$ cat src/rtl/fcr_pkg.sv
// ----------------------------------------------------------------------------
// fcr_pkg
// Shared types and constants of the framed command receiver.
// ----------------------------------------------------------------------------
`default_nettype none

package fcr_pkg;

  localparam int unsigned NumRegs    = 8;
  localparam int unsigned RegIdxW    = 3;
  localparam int unsigned ApbAddrW   = 5;
  localparam int unsigned ApbDataW   = 32;
  localparam int unsigned CountW     = 5;
  localparam int unsigned CapDepth   = 8;
  localparam int unsigned CapIdxW    = 3;

  localparam logic [CountW-1:0] TimeLen     = 5'd3;
  localparam logic [CountW-1:0] DateLen     = 5'd4;
  localparam logic [CountW-1:0] MeasureLen  = 5'd26;
  localparam logic [CountW-1:0] MeasLoFirst = 5'd16;
  localparam logic [CountW-1:0] MeasLoLast  = 5'd21;
  localparam logic [CountW-1:0] MeasHiFirst = 5'd24;
  localparam logic [CountW-1:0] MeasHiLast  = 5'd25;
  localparam logic [CountW-1:0] MeasHiShift = 5'd18;
  localparam logic [7:0]        DateYearOffset = 8'd100;

  // register indexes
  localparam logic [RegIdxW-1:0] RegStart   = 3'd0;
  localparam logic [RegIdxW-1:0] RegTime    = 3'd1;
  localparam logic [RegIdxW-1:0] RegDate    = 3'd2;
  localparam logic [RegIdxW-1:0] RegWifi    = 3'd3;
  localparam logic [RegIdxW-1:0] RegCloud   = 3'd4;
  localparam logic [RegIdxW-1:0] RegAck     = 3'd5;
  localparam logic [RegIdxW-1:0] RegNack    = 3'd6;
  localparam logic [RegIdxW-1:0] RegMeasure = 3'd7;

  // message kinds
  localparam logic [2:0] KindTime    = 3'd0;
  localparam logic [2:0] KindDate    = 3'd1;
  localparam logic [2:0] KindWifi    = 3'd2;
  localparam logic [2:0] KindCloud   = 3'd3;
  localparam logic [2:0] KindAck     = 3'd4;
  localparam logic [2:0] KindNack    = 3'd5;
  localparam logic [2:0] KindMeasure = 3'd6;

  typedef struct packed {
    logic [7:0] start_code;
    logic [7:0] set_time_code;
    logic [7:0] set_date_code;
    logic [7:0] wifi_code;
    logic [7:0] cloud_code;
    logic [7:0] ack_code;
    logic [7:0] nack_code;
    logic [7:0] measure_code;
  } fcr_cfg_t;

  typedef struct packed {
    logic        valid;
    logic [2:0]  kind;
    logic [63:0] payload;
    logic [3:0]  len;
  } fcr_result_t;

endpackage

`default_nettype wire

$ cat src/rtl/framed_command_receiver_core.sv
// ----------------------------------------------------------------------------
// framed_command_receiver_core
// Byte-serial frame decoder: one received byte per item, at most one result per frame.
// ----------------------------------------------------------------------------
// A result is valid in the cycle after the frame's last byte is taken.
// Throughput: one byte per cycle; set by the single parser state update.
// A byte is taken whenever the result register is empty or being emptied.
// Reset: parser hunts for the start byte, command codes return to defaults,
// result register empty. Capture bytes are not reset.
`default_nettype none

module framed_command_receiver_core
  import fcr_pkg::*;
(
  input  wire logic                clk_i,
  input  wire logic                rst_ni,
  input  wire logic                psel,
  input  wire logic                penable,
  input  wire logic                pwrite,
  input  wire logic [ApbAddrW-1:0] paddr,
  input  wire logic [ApbDataW-1:0] pwdata,
  output logic      [ApbDataW-1:0] prdata,
  output logic                     pready,
  input  wire logic                in_valid_i,
  output logic                     in_ready_o,
  input  wire logic [7:0]          rx_byte_i,
  output logic                     out_valid_o,
  input  wire logic                out_ready_i,
  output logic      [2:0]          msg_kind_o,
  output logic      [63:0]         payload_o,
  output logic      [3:0]          payload_len_o
);

  fcr_cfg_t    cfg;
  fcr_result_t result;
  logic        accept;
  logic        free;

  assign in_ready_o = free;
  assign accept     = in_valid_i & free;

  fcr_regs u_regs (
    .clk_i   (clk_i),
    .rst_ni  (rst_ni),
    .psel    (psel),
    .penable (penable),
    .pwrite  (pwrite),
    .paddr   (paddr),
    .pwdata  (pwdata),
    .prdata  (prdata),
    .pready  (pready),
    .cfg_o   (cfg)
  );

  fcr_parser u_parser (
    .clk_i     (clk_i),
    .rst_ni    (rst_ni),
    .accept_i  (accept),
    .rx_byte_i (rx_byte_i),
    .cfg_i     (cfg),
    .result_o  (result)
  );

  fcr_out_reg u_out (
    .clk_i         (clk_i),
    .rst_ni        (rst_ni),
    .load_i        (accept),
    .result_i      (result),
    .out_ready_i   (out_ready_i),
    .out_valid_o   (out_valid_o),
    .free_o        (free),
    .msg_kind_o    (msg_kind_o),
    .payload_o     (payload_o),
    .payload_len_o (payload_len_o)
  );

endmodule

`default_nettype wire

$ cat src/rtl/fcr_regs.sv
// ----------------------------------------------------------------------------
// fcr_regs
// Command code register file behind the APB-style port.
// ----------------------------------------------------------------------------
`default_nettype none

module fcr_regs
  import fcr_pkg::*;
(
  input  wire logic                clk_i,
  input  wire logic                rst_ni,
  input  wire logic                psel,
  input  wire logic                penable,
  input  wire logic                pwrite,
  input  wire logic [ApbAddrW-1:0] paddr,
  input  wire logic [ApbDataW-1:0] pwdata,
  output logic      [ApbDataW-1:0] prdata,
  output logic                     pready,
  output fcr_cfg_t                 cfg_o
);

  logic [7:0] regs_q [NumRegs];
  logic [RegIdxW-1:0] idx;
  logic               wr_en;

  assign pready = 1'b1;
  assign idx    = paddr[ApbAddrW-1:2];
  assign wr_en  = psel & penable & pwrite;

  always_ff @(posedge clk_i or negedge rst_ni) begin
    if (!rst_ni) begin
      regs_q[RegStart]   <= 8'h7E;
      regs_q[RegTime]    <= 8'd1;
      regs_q[RegDate]    <= 8'd2;
      regs_q[RegWifi]    <= 8'd3;
      regs_q[RegCloud]   <= 8'd4;
      regs_q[RegAck]     <= 8'd5;
      regs_q[RegNack]    <= 8'd6;
      regs_q[RegMeasure] <= 8'd7;
    end else if (wr_en) begin
      regs_q[idx] <= pwdata[7:0];
    end
  end

  assign prdata = {24'd0, regs_q[idx]};

  assign cfg_o.start_code    = regs_q[RegStart];
  assign cfg_o.set_time_code = regs_q[RegTime];
  assign cfg_o.set_date_code = regs_q[RegDate];
  assign cfg_o.wifi_code     = regs_q[RegWifi];
  assign cfg_o.cloud_code    = regs_q[RegCloud];
  assign cfg_o.ack_code      = regs_q[RegAck];
  assign cfg_o.nack_code     = regs_q[RegNack];
  assign cfg_o.measure_code  = regs_q[RegMeasure];

endmodule

`default_nettype wire

$ cat src/rtl/fcr_parser.sv
// ----------------------------------------------------------------------------
// fcr_parser
// Frame parser: hunt, command decode, payload capture and result build.
// ----------------------------------------------------------------------------
`default_nettype none

module fcr_parser
  import fcr_pkg::*;
(
  input  wire logic       clk_i,
  input  wire logic       rst_ni,
  input  wire logic       accept_i,
  input  wire logic [7:0] rx_byte_i,
  input  wire fcr_cfg_t   cfg_i,
  output fcr_result_t     result_o
);

  typedef enum logic [2:0] {
    ModeHunt    = 3'd0,
    ModeRoute   = 3'd1,
    ModeTime    = 3'd2,
    ModeDate    = 3'd3,
    ModeWifi    = 3'd4,
    ModeCloud   = 3'd5,
    ModeMeasure = 3'd6
  } mode_e;

  mode_e             mode_q, mode_d;
  logic [CountW-1:0] count_q, count_d;
  logic [7:0]        cap_q [CapDepth];
  logic              cap_we;
  logic [CapIdxW-1:0] cap_idx;
  logic [CountW-1:0] count_inc;
  logic [CountW-1:0] meas_hi_idx;
  logic [7:0]        b;

  assign b           = rx_byte_i;
  assign count_inc   = count_q + 5'd1;
  assign meas_hi_idx = count_q - MeasHiShift;

  always_comb begin
    mode_d   = mode_q;
    count_d  = count_q;
    cap_we   = 1'b0;
    cap_idx  = count_q[CapIdxW-1:0];
    result_o = '0;
    case (mode_q)
      ModeRoute: begin
        count_d = '0;
        if (b == cfg_i.set_time_code) begin
          mode_d = ModeTime;
        end else if (b == cfg_i.set_date_code) begin
          mode_d = ModeDate;
        end else if (b == cfg_i.wifi_code) begin
          mode_d = ModeWifi;
        end else if (b == cfg_i.cloud_code) begin
          mode_d = ModeCloud;
        end else if (b == cfg_i.ack_code) begin
          mode_d         = ModeHunt;
          result_o.valid = 1'b1;
          result_o.kind  = KindAck;
        end else if (b == cfg_i.nack_code) begin
          mode_d         = ModeHunt;
          result_o.valid = 1'b1;
          result_o.kind  = KindNack;
        end else if (b == cfg_i.measure_code) begin
          mode_d = ModeMeasure;
        end else begin
          mode_d = ModeHunt;
        end
      end
      ModeTime: begin
        cap_we  = 1'b1;
        count_d = count_inc;
        if (count_inc >= TimeLen) begin
          count_d          = '0;
          mode_d           = ModeHunt;
          result_o.valid   = 1'b1;
          result_o.kind    = KindTime;
          result_o.payload = {40'd0, b, cap_q[1], cap_q[0]};
          result_o.len     = 4'd3;
        end
      end
      ModeDate: begin
        cap_we  = 1'b1;
        count_d = count_inc;
        if (count_inc >= DateLen) begin
          count_d          = '0;
          mode_d           = ModeHunt;
          result_o.valid   = 1'b1;
          result_o.kind    = KindDate;
          result_o.payload = {32'd0, b, 8'(cap_q[2] - DateYearOffset),
                              8'(cap_q[1] + 8'd1), cap_q[0]};
          result_o.len     = 4'd4;
        end
      end
      ModeWifi, ModeCloud: begin
        count_d          = '0;
        mode_d           = ModeHunt;
        result_o.valid   = 1'b1;
        result_o.kind    = (mode_q == ModeWifi) ? KindWifi : KindCloud;
        result_o.payload = {56'd0, b};
        result_o.len     = 4'd1;
      end
      ModeMeasure: begin
        if (count_q >= MeasLoFirst && count_q <= MeasLoLast) begin
          cap_we  = 1'b1;
          cap_idx = count_q[CapIdxW-1:0];
        end else if (count_q == MeasHiFirst || count_q == MeasHiLast) begin
          cap_we  = 1'b1;
          cap_idx = meas_hi_idx[CapIdxW-1:0];
        end
        count_d = count_inc;
        if (count_inc >= MeasureLen) begin
          count_d          = '0;
          mode_d           = ModeHunt;
          result_o.valid   = 1'b1;
          result_o.kind    = KindMeasure;
          result_o.payload = {b, cap_q[6], cap_q[5], cap_q[4],
                              cap_q[3], cap_q[2], cap_q[1], cap_q[0]};
          result_o.len     = 4'd8;
        end
      end
      default: begin
        mode_d  = (b == cfg_i.start_code) ? ModeRoute : ModeHunt;
        count_d = '0;
      end
    endcase
  end

  always_ff @(posedge clk_i or negedge rst_ni) begin
    if (!rst_ni) begin
      mode_q  <= ModeHunt;
      count_q <= '0;
    end else if (accept_i) begin
      mode_q  <= mode_d;
      count_q <= count_d;
    end
  end

  always_ff @(posedge clk_i) begin
    if (accept_i && cap_we) begin
      cap_q[cap_idx] <= b;
    end
  end

endmodule

`default_nettype wire

$ cat src/rtl/fcr_out_reg.sv
// ----------------------------------------------------------------------------
// fcr_out_reg
// Result register with valid/ready handshake towards the consumer.
// ----------------------------------------------------------------------------
`default_nettype none

module fcr_out_reg
  import fcr_pkg::*;
(
  input  wire logic  clk_i,
  input  wire logic  rst_ni,
  input  wire logic  load_i,
  input  wire fcr_result_t result_i,
  input  wire logic  out_ready_i,
  output logic       out_valid_o,
  output logic       free_o,
  output logic [2:0] msg_kind_o,
  output logic [63:0] payload_o,
  output logic [3:0] payload_len_o
);

  logic        valid_q;
  logic [2:0]  kind_q;
  logic [63:0] payload_q;
  logic [3:0]  len_q;

  assign free_o = !valid_q || out_ready_i;

  always_ff @(posedge clk_i or negedge rst_ni) begin
    if (!rst_ni) begin
      valid_q <= 1'b0;
    end else if (free_o) begin
      valid_q <= load_i && result_i.valid;
    end
  end

  always_ff @(posedge clk_i) begin
    if (free_o && load_i && result_i.valid) begin
      kind_q    <= result_i.kind;
      payload_q <= result_i.payload;
      len_q     <= result_i.len;
    end
  end

  assign out_valid_o   = valid_q;
  assign msg_kind_o    = kind_q;
  assign payload_o     = payload_q;
  assign payload_len_o = len_q;

endmodule

`default_nettype wire

$ cat config.mk
export PLATFORM = sky130hd
export DESIGN_NAME = framed_command_receiver_core
export DESIGN_NICKNAME = d
export VERILOG_FILES = /design/src/rtl/fcr_pkg.sv /design/src/rtl/framed_command_receiver_core.sv /design/src/rtl/fcr_regs.sv /design/src/rtl/fcr_parser.sv /design/src/rtl/fcr_out_reg.sv
export SDC_FILE = /design/constraint.sdc
export NUM_CORES = 1
export LEC_CHECK = 0
export ABC_AREA = 1
export BUFFER_PORTS_ARGS = -buffer_cell sky130_fd_sc_hd__buf_2
export CELL_PAD_IN_SITES_DETAIL_PLACEMENT = 0
export CELL_PAD_IN_SITES_GLOBAL_PLACEMENT = 1
export CORE_ASPECT_RATIO = 0.75
export CORE_MARGIN = 5
export CORE_UTILIZATION = 43
export DETAILED_ROUTE_END_ITERATION = 12
export GPL_ROUTABILITY_DRIVEN = 1
export GPL_TIMING_DRIVEN = 0
export PLACE_DENSITY = 0.76
export SYNTH_ARGS = -nofsm -noshare
export SYNTH_HDL_FRONTEND = slang
export SYNTH_HIERARCHICAL = 1
export SYNTH_SLANG_ARGS = --single-unit
export TNS_END_PERCENT = 10
$ cat constraint.sdc
create_clock -name clk_i -period 7.9 [get_ports clk_i]
set_input_delay 1.975 -clock clk_i [delete_from_list [all_inputs] [get_ports clk_i]]
set_output_delay 1.975 -clock clk_i [all_outputs]
set_load 0.02 [all_outputs]
# Word-level counts from Yosys, hierarchy flattened
# Memories as Yosys holds them, arrays and structs flattened.
# Cells that the tools add are included.
# totals
ff_bits	144
ram_bits	64
in_bits	52
output_inout_bits	106
word_cells	103
mem_count	1
# mem_list
name	words	word_bits	rd	rd_clocked_by_memory_dff	write_ports	line_no	text
u_parser.cap_q	8	8	7	0	1	fcr_parser.sv:30	logic [7:0] cap_q [CapDepth];
# classes
addsub	4
order_cmp	7
eq_ne	19
mux	42
bitwise_logic	4
n_reduce_logical	12
# ops
op	count
case mux 68 bit (4 select lines)	1
two-way mux 72 bit	3
bitwise mux 64 bit	1
equality test 8 bit	8
two-way mux 3 bit	13
binary-select mux 8 bit (select 3 bit)	1
demux 8 bit (select 3 bit)	1
two-way mux 4 bit	6
two-way mux 8 bit	3
case mux 4 bit (5 select lines)	1
two-way mux 5 bit	3
case mux 3 bit (5 select lines)	1
case mux 5 bit (3 select lines)	1
equality test 5 bit (second input constant)	2
>= comparator 5 bit (second input constant)	2
equality test 3 bit (second input constant)	3
adder 8 x 1 -> 8 bit (second input constant)	1
subtractor 8 x 7 -> 8 bit (second input constant)	1
equality test 3 x 2 -> 1 bit (second input constant)	2
logical AND 1 bit	6
two-way mux 1 bit	6
!= test 2 x 1 -> 1 bit (second input constant)	3
adder 5 x 1 -> 5 bit (second input constant)	1
>= comparator 5 x 2 -> 1 bit (second input constant)	1
13 further kinds	17

# Logic depth before layout (Yosys ltp)
# Gate-level depths: netlist of run 1.
# logic_depth
word_depth	9
depth_mapped	14
ltp_nobuf	13

# Hierarchy
# Netlist of run 1, hierarchy kept.
# modules_own_cells
mod	instances	cells_each	area_per_inst_um2
fcr_parser	1	602	4489.3
fcr_regs	1	472	3460.8
fcr_out_reg	1	77	2177.1
framed_command_receiver_core	1	2	7.5

# Worst setup path before layout of run 1
# Ideal clock, no wire load.
# synth_path
path_type	input to register
from	in rx_byte_i[7]
to	reg u_out.kind_q[0], in the netlist u_out/msg_kind_o[0], enable pin
arrival_ns	6.499
required_time_ns	7.376
path_slack_ns	0.877
cell_stages	13
cell_sequence	buf_2 -> inv_1 -> buf_2 -> nand2_1 -> nand2_1 -> nand2_1 -> nor2_1 -> nand2_1 -> a21oi_1 -> nand4_1 -> nand2_1 -> nand2_1 -> a21oi_1
# synth_lines
item	line_no	text
start, declared	framed_command_receiver_core.sv:26	input wire logic [7:0] rx_byte_i,
end signal, assigned	fcr_out_reg.sv:39	kind_q <= result_i.kind;
end, declared	fcr_out_reg.sv:23	logic [2:0] kind_q;

# Final worst setup path of run 1
# layout_path
from	in paddr[2]
to	out prdata[3]
# layout_between
elab_chain_cells	4
# layout_lines
item	line_no	text
start, declared	framed_command_receiver_core.sv:20	input wire logic [ApbAddrW-1:0] paddr,
inverter 3 -> 4 bit (not written as such)	fcr_regs.sv:45	assign prdata = {24'd0, regs_q[idx]};
binary-select mux 8 bit (select 3 bit)	fcr_regs.sv:45	
two-way mux 8 bit (not written as such) (2 in a row)	fcr_regs.sv:45	
end, declared	framed_command_receiver_core.sv:22	output logic [ApbDataW-1:0] prdata,
# Every way passes these cells. The select of a mux whose other input is x is not followed.

==> key figures, run 1 <==
Pwr
  • Pwr/cell area: between 200 and 250 mW/mm^2
  • LEAKAGE: around 5.5 nW
  • Peak VDD IR: between 0.1 and 0.15 mV
  • Design Power: 2.536 mW

STA
  • Fmax: about 190 MHz
  • Setup Skew: ~0.031 ns
  • Slew Viols, Final: 0
  • Post-route minimum period: roughly 5.3 ns
  • Relative slew slack: a little under a third
  • Hold Fails Final Rpt: 0
  • PnR worst setup slack: approximately 2.6 ns
  • Actual slew at the worst max-slew pin: around 1.0 ns
  • Tcrit/Tclk final: between 60 and 70%
  • Count of final setup violators: 0
  • RSZ-0062 raised after global routing: no

Final layout
  • Share of cells above drive strength 1: roughly a fifth
  • Area Growth Syn to Fin: 17.12%
  • Final nets: 1,364
  • Most frequent cells in the layout: nand2_1 (448), buf_2 (127), edfxtp_1 (127), inv_1 (104), nor2_1 (85)
  • Ant diodes: 0
  • Commonest non-fill, non-tap cell in the layout: nand2_1

Floorplanning
  • Die area: 0.02677 mm^2
  • Core ar.: around 0.023 mm^2
  • Die width: approximately 190 um
  • Cell row count: 48
  • Initial Util: between 40% and 50%
  • Top Ports: 158
  • Die Span Y: about 140 um

GRT
  • Via count of the first global-routing pass: between 7,000 and 8,000
  • First-pass GRT wire length: between 40,000 and 50,000 um
  • Met1 Use GR: a little over a third
  • Grt peak-use layer: met1
  • GRT overflow: 0
  • M2 GR Usage: between 30% and 40%
  • Pin count of the biggest net entering global routing: 46
  • Tot GR Track Use: about 22%
  • Initial antenna violation count: 0
  • M3 GR Usage: about 3.8%

Placed design
  • Pre-CTS setup slack: around 2.3 ns
  • Hpwl dp: about 22,000 um
  • I/O Buffers: around 110
  • RD Place Congestion: 0.8896

CTS
  • Clock Root Buffer: clkbuf_16
  • CTS H-tree depth: 4
  • Setup repair bufs after CTS: 0
  • Clk_lat worst skew: 0.46 ns
  • CTS buffer count: 17
  • CTS tree: yes
  • CTS resizes: 0
  • Clock buffer depth: 2
  • Clk slew on worst S/H paths: 0.08 ns
  • Post-CTS Hold Buffers: 0
  • Sink Count: 200

Logic synthesis
  • Async set-reset flop share out of synthesis: 36.50%
  • Post-Syn Area per Cell: a little under 9 um^2
  • Post-Syn Area: between 0.01 and 0.015 mm^2
  • Seq/Total Area, Yosys: 55.88%
  • Post-synthesis cell type count: between 40 and 50
  • Yosys warning total: 6
  • Cells after Synth: around 1,200
  • Top_reg_cell synth: edfxtp_1
  • EDFF count, synth: about 130
  • #FFs+latches synth: 200

Routing
  • Post-route ant nets: 0
  • Post-DR vias/cell: between 5 and 6
  • DR vias: 8,107
  • Drt wl/cell: 18.10 um
  • Residual DRC: 0
  • Pre-antenna DRT Iters: 6
  • Initial DRC count: between 800 and 900
  • Overall routed net length: roughly 30,000 um

Hold path
  • Hold Crit Class: flip-flop to flip-flop

Setup path
  • Critical-path maximum fanout: 10
  • Data arrival, critical path: ~3.3 ns
  • Reg-to-reg slack, setup: 4.26 ns
  • Startpoint Class: primary input
  • Crit Path Class: primary input to output port
  • Setup crit end kind: output port
  • Critical path required time: 5.93 ns

Run status
  • Status: finished, final reports clean

Run
  • Max_cap viols: 0
sequential cells by signal, indices dropped and copies added (netlist names):
name	flops
u_parser/count_q	5
u_out/out_valid_o	1
u_out/msg_kind_o	3
u_regs/cfg_o	64
u_parser/cap_q	56
u_parser/mode_q	3
u_out/payload_len_o	4
u_out/payload_o	64
report_power, final:
group / total (mW) / switching, mW / leakage (nW) / internal (mW)
clock: 0.953 / 0.500 / 0.313 / 0.454
combinational: 0.330 / 0.211 / 3.08 / 0.119
sequential: 1.25 / 0.0687 / 2.06 / 1.18
total: 2.54 / 0.779 / 5.46 / 1.76
area by class of cell:
type                            count  area, um^2
Timing Repair Buffer              109       608.1
Tap cell                          300       375.4
Clock inverter                     15       224.0
Clock buffer                       17       425.4
Multi-Input combinational cell    801        3760
Inverter                          116       437.9
Buffer                             59       376.6
Sequential cell                   200        5663
Fill cell                        2136       11250
critical path, cell delays in order:
cell and delay [ns]:
buf_2 0.11, clkinv_1 0.20, clkbuf_1 0.44, nand2_1 0.12
nand2_1 0.08, nand2_1 0.04, nand2_1 0.07, nand2_1 0.04
nand2_1 0.06, buf_2 0.16
final timing paths:
check                                    start                  end  cells after the start
min                           u_regs/cfg_o[60]     u_regs/cfg_o[60]                      2
max                                   paddr[2]            prdata[3]                     10
max in group asynchronous               rst_ni     u_regs/cfg_o[62]                      2
min in group asynchronous               rst_ni     u_regs/cfg_o[56]                      1
max reg2reg                u_parser/count_q[0]  u_out/payload_o[32]                     13
min reg2reg                   u_regs/cfg_o[60]     u_regs/cfg_o[60]                      2
per-layer routing:
metal,part of all wire (%),routed length (um),vias to the layer above
met5,0,0,-
met4,1.5,427,0
met3,6.9,2026,27
met2,42,12150,280
met1,50,14660,3851
li1,-,-,3949
stage by stage:
stage | util (%) | setup TNS, ns | cells | hold WS (ns) | instance area (um^2)
2_1_floorplan | - | 0 | 1176 | 0.4649 | 10220
3_3_place_gp | 48.12 | -126.68 | 1582 | 0.4811 | 11130
3_5_place_dp | 48.51 | 0 | 1585 | 0.4840 | 11220
4_1_cts | 51.31 | 0 | 1617 | 0.4979 | 11870
5_1_grt | 51.34 | 0 | 1617 | 0.5149 | 11870
6_report | 51.34 | 0 | 1617 | 0.4968 | 11870
synth_stat cells, types with 2 or more instances:
cell type,instances,area (um^2)
o21bai_1,2,15.01
or2_2,5,31.28
dfstp_2,18,473.0
nand2_1,448,1682
clkinv_1,3,11.26
nand2_4,3,33.78
conb_1,2,7.510
xnor2_1,24,210.2
dfrtp_1,55,1376
o21ai_1,20,100.1
nand3_4,3,52.55
nor2_4,10,112.6
buf_4,29,217.7
xor2_1,10,87.58
inv_1,104,390.4
inv_2,8,30.03
a21oi_1,19,95.09
nand4_1,11,68.82
clkbuf_1,5,18.77
nor2_1,85,319.1
o31ai_1,4,30.03
edfxtp_1,127,3814
nand3_1,25,125.1
ha_1,8,100.1
buf_2,22,110.1
nor2_2,3,18.77
nor3_1,7,35.03
o221ai_1,5,43.79
nand3_2,3,30.03
nand2_2,6,37.54
o21ai_0,67,335.3
kinds of logic (layout without fill, tap and decap cells):
| logic type | Yosys count | count (layout) | share of synthesized area (%) |
|---|---|---|---|
| compound gates | 124 | 124 | 6.803 |
| xor+xnor | 35 | 35 | 3.099 |
| fa+ha+maj | 8 | 8 | 0.9877 |
| buf+inv | 175 | 316 | 8.037 |
| flops | 200 | 200 | 55.88 |
| other cells | 2 | 25 | 0.07410 |
| simple gates | 609 | 609 | 25.12 |
(Power assumes the default switching activity.)
==> inputs of run 2 (changes only) <==
--- a/config.mk
+++ b/config.mk
@@ -5,17 +5,17 @@
 export SDC_FILE = /design/constraint.sdc
 export NUM_CORES = 1
 export LEC_CHECK = 0
-export ABC_AREA = 1
+export ABC_AREA = 0
 export BUFFER_PORTS_ARGS = -buffer_cell sky130_fd_sc_hd__buf_2
 export CELL_PAD_IN_SITES_DETAIL_PLACEMENT = 0
 export CELL_PAD_IN_SITES_GLOBAL_PLACEMENT = 1
 export CORE_ASPECT_RATIO = 0.75
 export CORE_MARGIN = 5
-export CORE_UTILIZATION = 43
+export CORE_UTILIZATION = 42
 export DETAILED_ROUTE_END_ITERATION = 12
 export GPL_ROUTABILITY_DRIVEN = 1
 export GPL_TIMING_DRIVEN = 0
-export PLACE_DENSITY = 0.76
+export PLACE_DENSITY = 0.73
 export SYNTH_ARGS = -nofsm -noshare
 export SYNTH_HDL_FRONTEND = slang
 export SYNTH_HIERARCHICAL = 1
==> constraint.sdc (replaced) <==
create_clock -name clk_i -period 4.25 [get_ports clk_i]
set_input_delay 1.0625 -clock clk_i [delete_from_list [all_inputs] [get_ports clk_i]]
set_output_delay 1.0625 -clock clk_i [all_outputs]
set_load 0.02 [all_outputs]
==> key figures, run 2 <==
STA
  • Relative slew slack: a little under a third
  • Actual slew at the worst max-slew pin: a little over 1 ns
  • Hold Fails Final Rpt: 0
  • Setup Skew: between 0.015 and 0.02 ns
  • Post-route minimum period: 4.151 ns
  • Slew Viols, Final: 0
  • Count of final setup violators: 0
  • RSZ-0062 raised after global routing: no
  • Tcrit/Tclk final: between 90% and 100%
  • Hold slack: roughly 0.5 ns
  • Fmax: 240.9 MHz

Routing
  • DR WL met3: about 1700 um
  • Post-DR vias/cell: between 5 and 6
  • Pre-antenna DRT Iters: 5
  • Met1 Routed Length: about 12,000 um
  • DR vias: about 6,000
  • Initial DRC count: approximately 600
  • Overall routed net length: 23,890 um
  • Drt wl/cell: roughly 21 um
  • Met2 WL: between 10,000 and 15,000 um
  • Post-route ant nets: 0
  • Residual DRC: 0
  • Max Used Layer: met4

Final layout
  • Most frequent cells in the layout: edfxtp_1 (127), buf_2 (108), dfrtp_1 (55), mux2_2 (54), nand2_1 (39)
  • Ant diodes: 0
  • Final nets: 909
  • Fillers: just under 2,000
  • Area Growth Syn to Fin: 17.84%
  • Area of the multi-input gates: ~0.0035 mm^2
  • Share of cells above drive strength 1: about a third
  • FF+latch area: roughly 0.0057 mm^2
  • Fin area: roughly 0.011 mm^2
  • Commonest non-fill, non-tap cell in the layout: edfxtp_1

Pwr
  • Combinational share of power: between 10% and 20%
  • Pwr/cell area: slightly above 400 mW/mm^2
  • Internal power consumption: between 3 and 4 mW
  • Seq pwr share: between 50% and 60%
  • Clk pwr share: about 38%
  • LEAKAGE: 4.756 nW
  • NetSw: about 1.3 mW
  • Switch share: 28.06%
  • Peak VDD IR: 0.3162 mV

Setup path
  • Crit-path slowest cell: clkbuf_1
  • Startpoint Class: primary input
  • Largest incremental delay on the critical path: 0.78 ns
  • Critical-path maximum fanout: 27
  • Critical path required time: 4.39 ns
  • Crit Path Class: primary input to flip-flop
  • Data arrival, critical path: 4.29 ns
  • Critical-path cell list: buf_2 -> clkbuf_1 -> xnor2_1 -> nand4_1 -> nor2_1 -> a21oi_1 -> nand3_1 -> or3b_1 -> nand2_1 -> nor2b_4 -> buf_12
  • Setup crit end kind: flip-flop

GRT
  • Via count of the first global-routing pass: ~5,700
  • Initial antenna violation count: 0
  • First-pass GRT wire length: approximately 36,000 um
  • GRT overflow: 0
  • Tot GR Track Use: 18.64%
  • Pin count of the biggest net entering global routing: between 50 and 60

Logic synthesis
  • Synth area leaders: edfxtp_1 (40%), dfrtp_1 (14%), mux2_2 (6.4%)
  • Async set-reset flop share out of synthesis: 36.50%
  • Most common cell in the netlist: edfxtp_1
  • Area leader, netlist: edfxtp_1
  • Share of the synthesized area in the top cell type: 39.94%
  • EDFF count, synth: between 100 and 150
  • Top_reg_cell synth: edfxtp_1
  • #FFs+latches synth: 200
  • Post-synthesis cell type count: 68
  • Yosys warning total: 6
  • Most frequent cells after synthesis: edfxtp_1 (127), dfrtp_1 (55), mux2_2 (54), nand2_1 (39), xor2_1 (38)
  • Post-Syn Area: 0.009548 mm^2
  • Cells after Synth: approximately 700
  • Seq/Total Area, Yosys: between 50% and 60%
  • Post-Syn Area per Cell: roughly 14 um^2

CTS
  • Clk slew on worst S/H paths: roughly 0.09 ns
  • Setup repair bufs after CTS: 0
  • CTS resizes: 0
  • Clock Root Buffer: clkbuf_16
  • Post-CTS Hold Buffers: 0
  • CTS H-tree depth: 4
  • CTS tree: yes
  • Sink Count: 200
  • Clk_lat worst skew: between 0.4 and 0.5 ns
  • Clock buffer depth: 2
  • CTS buffer count: 17

Floorplanning
  • Initial Util: 42.95%
  • Die Span Y: between 100 and 150 um
  • Top Ports: between 150 and 200
  • Cell row count: 47
  • Die width: roughly 180 um
  • Core ar.: 0.02223 mm^2
  • Die area: 0.02588 mm^2

Run
  • Max_cap viols: 0

Run status
  • Status: finished, final reports clean

Placed design
  • Placement Cell Area: roughly 0.011 mm^2
  • RD Place Congestion: between 0.8 and 0.9
  • Hpwl dp: between 15,000 and 20,000 um
  • I/O Buffers: roughly 100

Hold path
  • Hold Crit Class: primary input to asynchronous set/reset pin
-- run 2: final cells by class --
type                    instances  area share, %
plain buffers                  57          3.303
clock buffers                  17          3.781
clock inverters                15          2.069
inverters                      15         0.5449
multi-input cells             452          31.49
flip-flops and latches        200          50.33
well taps                     294          3.270
repair buffers                106          5.205
-- run 2: power by group through the flow --
stage                     registers, mW  clock network (mW)  logic (mW)
after floorplan                    2.33                   0       0.407
after global placement             2.37                   0       0.545
after detailed placement           2.37                   0       0.553
after CTS                          2.33                1.78       0.556
after global routing               2.35                1.87       0.600
final                              2.33                1.75       0.556
-- run 2: critical path, delay by kind of cell --
kind	cells	cell delay, ns
simple gates	6	1.42
buf+inv	3	1.27
compound gates	1	0.30
xor+xnor	1	0.20
-- run 2: final timing paths --
check,start,endpoint,slack [ns],cells after the start
setup / recovery,rx_byte_i[4],u_out/payload_o[10],0.1,11
hold / removal,rst_ni,u_regs/cfg_o[31],0.50,1
setup reg to reg,u_parser/count_q[1],u_out/payload_o[10],0.51,12
hold reg to reg,u_parser/cap_q[6][3],u_out/payload_o[51],0.51,1
max in group asynchronous,rst_ni,u_regs/cfg_o[41],3.11,2
min in group clk_i,u_parser/cap_q[6][3],u_out/payload_o[51],0.51,1
-- run 2: through the flow --
step	setup TNS (ns)	setup slack (ns)	power (mW)	instances	util (%)
3_5_place_dp	-14.34	-0.2480	2.922	1124	47.63
4_1_cts	0	0.2119	4.661	1156	50.59
3_3_place_gp	-78.44	-1.112	2.912	1121	47.32
5_1_grt	0	0.002904	4.815	1156	50.61
6_report	0	0.09889	4.633	1156	50.61
2_1_floorplan	0	0.4175	2.733	724	-
-- run 2: kinds of logic (layout without fill, tap and decap cells) --
| family | Yosys count | after routing | share of synthesized area (%) |
|---|---|---|---|
| flip-flops | 200 | 200 | 59.31 |
| AND/OR/NAND/NOR | 172 | 172 | 10.12 |
| AO/OA/AOI/OAI | 92 | 92 | 6.723 |
| multiplexers | 85 | 85 | 11.77 |
| buffers and inverters | 72 | 210 | 4.534 |
| XOR/XNOR | 70 | 70 | 6.421 |
| adder cells (fa/ha/maj) | 8 | 8 | 1.048 |
| other | 2 | 25 | 0.07866 |
-- run 2: routing by layer --
layer / vias to the layer above / track usage, %
li1: 2815 / -
met1: 2967 / 29.72
met2: 216 / 26.39
met3: 10 / 4.069
met4: 0 / 3.151
met5: - / 0
==> inputs of run 3 (changes only) <==
--- a/config.mk
+++ b/config.mk
@@ -16,6 +16,7 @@
 export GPL_ROUTABILITY_DRIVEN = 1
 export GPL_TIMING_DRIVEN = 0
 export PLACE_DENSITY = 0.73
+export SETUP_SLACK_MARGIN = 0.15
 export SYNTH_ARGS = -nofsm -noshare
 export SYNTH_HDL_FRONTEND = slang
 export SYNTH_HIERARCHICAL = 1
==> key figures, run 3 (synthesis gave the netlist of run 2 again) <==
CTS
  • CTS H-tree depth: 4
  • CTS tree: yes
  • Sink Count: 200
  • Clock buffer depth: 2
  • Clk_lat worst skew: approximately 0.44 ns
  • Post-CTS Hold Buffers: 0
  • CTS buffer count: 17
  • Clk slew on worst S/H paths: 0.09 ns
  • Clock Root Buffer: clkbuf_16

Setup path
  • Crit-path slowest cell: clkdlybuf4s15_1
  • Cell mode on critical path: nand2_1
  • Crit Path Class: primary input to flip-flop
  • WP buf/inv: 3
  • Critical-path maximum fanout: 30
  • Data arrival, critical path: 4.09 ns
  • Critical-path cell list: buf_2 -> clkdlybuf4s15_1 -> xor2_1 -> nor4_1 -> nand2_1 -> nand2_1 -> nand3_1 -> or3b_1 -> nand2_1 -> nor2b_4 -> buf_12
  • Crit path from: rx_byte_i[2]
  • Number of cells on the worst reg-to-reg path: 12
  • Setup crit end kind: flip-flop
  • Largest incremental delay on the critical path: roughly 0.73 ns
  • Reg-to-reg slack, setup: 0.52 ns
  • Startpoint Class: primary input
  • Critical path's top delay family: simple AND/OR/NAND/NOR gates
  • Worst r2r src: u_parser/count_q[1]
  • Critical path required time: approximately 4.4 ns
  • Reg-to-Reg End: u_out/payload_o[4]

Final layout
  • Fillers: between 1,500 and 2,000
  • Most frequent cells in the layout: edfxtp_1 (127), buf_2 (108), dfrtp_1 (55), mux2_2 (54), nand2_1 (39)
  • Ant diodes: 0
  • Share of cells above drive strength 1: around a third
  • Area Growth Syn to Fin: 17.74%
  • Final nets: between 900 and 1,000
  • Commonest non-fill, non-tap cell in the layout: edfxtp_1

STA
  • Hold Fails Final Rpt: 0
  • PnR worst setup slack: between 0.2 and 0.3 ns
  • Fmax: 253.0 MHz
  • Setup Skew: about 0.019 ns
  • Slew Viols, Final: 0
  • Setup TNS Final: 0 ns
  • Post-route minimum period: 3.952 ns
  • Relative slew slack: between 20% and 30%
  • RSZ-0062 raised after global routing: no
  • Actual slew at the worst max-slew pin: between 1 and 1.5 ns
  • Tcrit/Tclk final: 93.00%
  • Count of final setup violators: 0

GRT
  • Tot GR Track Use: 18.64%
  • GRT overflow: 0
  • Initial antenna violation count: 0
  • Pin count of the biggest net entering global routing: between 50 and 60
  • Via count of the first global-routing pass: around 5,700
  • First-pass GRT wire length: approximately 36,000 um

Routing
  • Post-DR vias/cell: ~5.2
  • Residual DRC: 0
  • Post-route ant nets: 0
  • Drt wl/cell: between 20 and 25 um
  • Initial DRC count: just under 600
  • Pre-antenna DRT Iters: 5
  • DR vias: between 6,000 and 7,000
  • Overall routed net length: 23,600 um

Floorplanning
  • Die width: around 180 um
  • Initial Util: between 40% and 50%
  • Die area: 0.02588 mm^2
  • Core ar.: approximately 0.022 mm^2
  • Top Ports: between 150 and 200
  • Cell row count: between 40 and 50
  • Die Span Y: 140.6 um

Run status
  • Status: finished, final reports clean

Placed design
  • Pre-CTS setup slack: -0.2480 ns
  • Hpwl dp: 16,900 um
  • RD Place Congestion: about 0.82
  • I/O Buffers: 103

Run
  • Max_cap viols: 0

Pwr
  • Peak VDD IR: 0.3139 mV
  • Pwr/cell area: just over 400 mW/mm^2
  • LEAKAGE: 4.755 nW

Hold path
  • Hold Crit Class: primary input to asynchronous set/reset pin
[run 3: per-layer routing]
metal	global-route usage, %	vias up	share of wire [%]
met1	29.72	2984	49
met2	26.39	205	43
met4	3.151	0	0.45
li1	-	2813	-
met5	0	-	0
met3	4.069	5	7.4
[run 3: report_power, final]
part / switching [mW] / total, mW / internal [mW] / leakage, nW
combinational: 0.268 / 0.553 / 0.285 / 2.24
clock: 0.903 / 1.75 / 0.844 / 0.318
sequential: 0.127 / 2.33 / 2.20 / 2.20
[run 3: final cells by class]
class,instances,area (um^2),area share [%]
timing repair buffer,106,585.6,5.209
buffer,53,362.8,3.228
clock buffer,17,425.4,3.784
inverter,15,61.31,0.5454
sequential,200,5663,50.37
multi-input combinational,452,3543,31.52
tap,294,367.9,3.272
clock inverter,15,232.7,2.070
[run 3: how the worst max path moves through the flow]
stage                                      to  slack (ns)  depth (start not counted)
after floorplan           u_out/msg_kind_o[0]        0.42                          9
final                      u_out/payload_o[4]        0.30                         11
after global placement    u_out/payload_o[50]       -1.11                         10
after detailed placement  u_out/payload_o[47]       -0.25                         11
after CTS                 u_out/payload_o[10]        0.21                         11
after global routing       u_out/payload_o[4]        0.15                         11
[run 3: repair_timing]
action                                  in CTS  in global routing
buffers inserted                             0                  0
gates resized for setup                      0                  1
endpoints found under the hold margin        0                  0
endpoints found under the setup margin       0                 57
[run 3: metrics by stage]
step                hold slack, ns  power, mW  utilization [%]  area [um^2]  std cells
floorplan                   0.4963      2.733                -         9634        724
global placement            0.4984      2.912            47.32        10520       1121
detailed placement          0.5050      2.922            47.63        10590       1124
CTS                         0.4896      4.661            50.59        11250       1156
global route                0.4960      4.814            50.57        11240       1152
finish                      0.4983      4.630            50.57        11240       1152
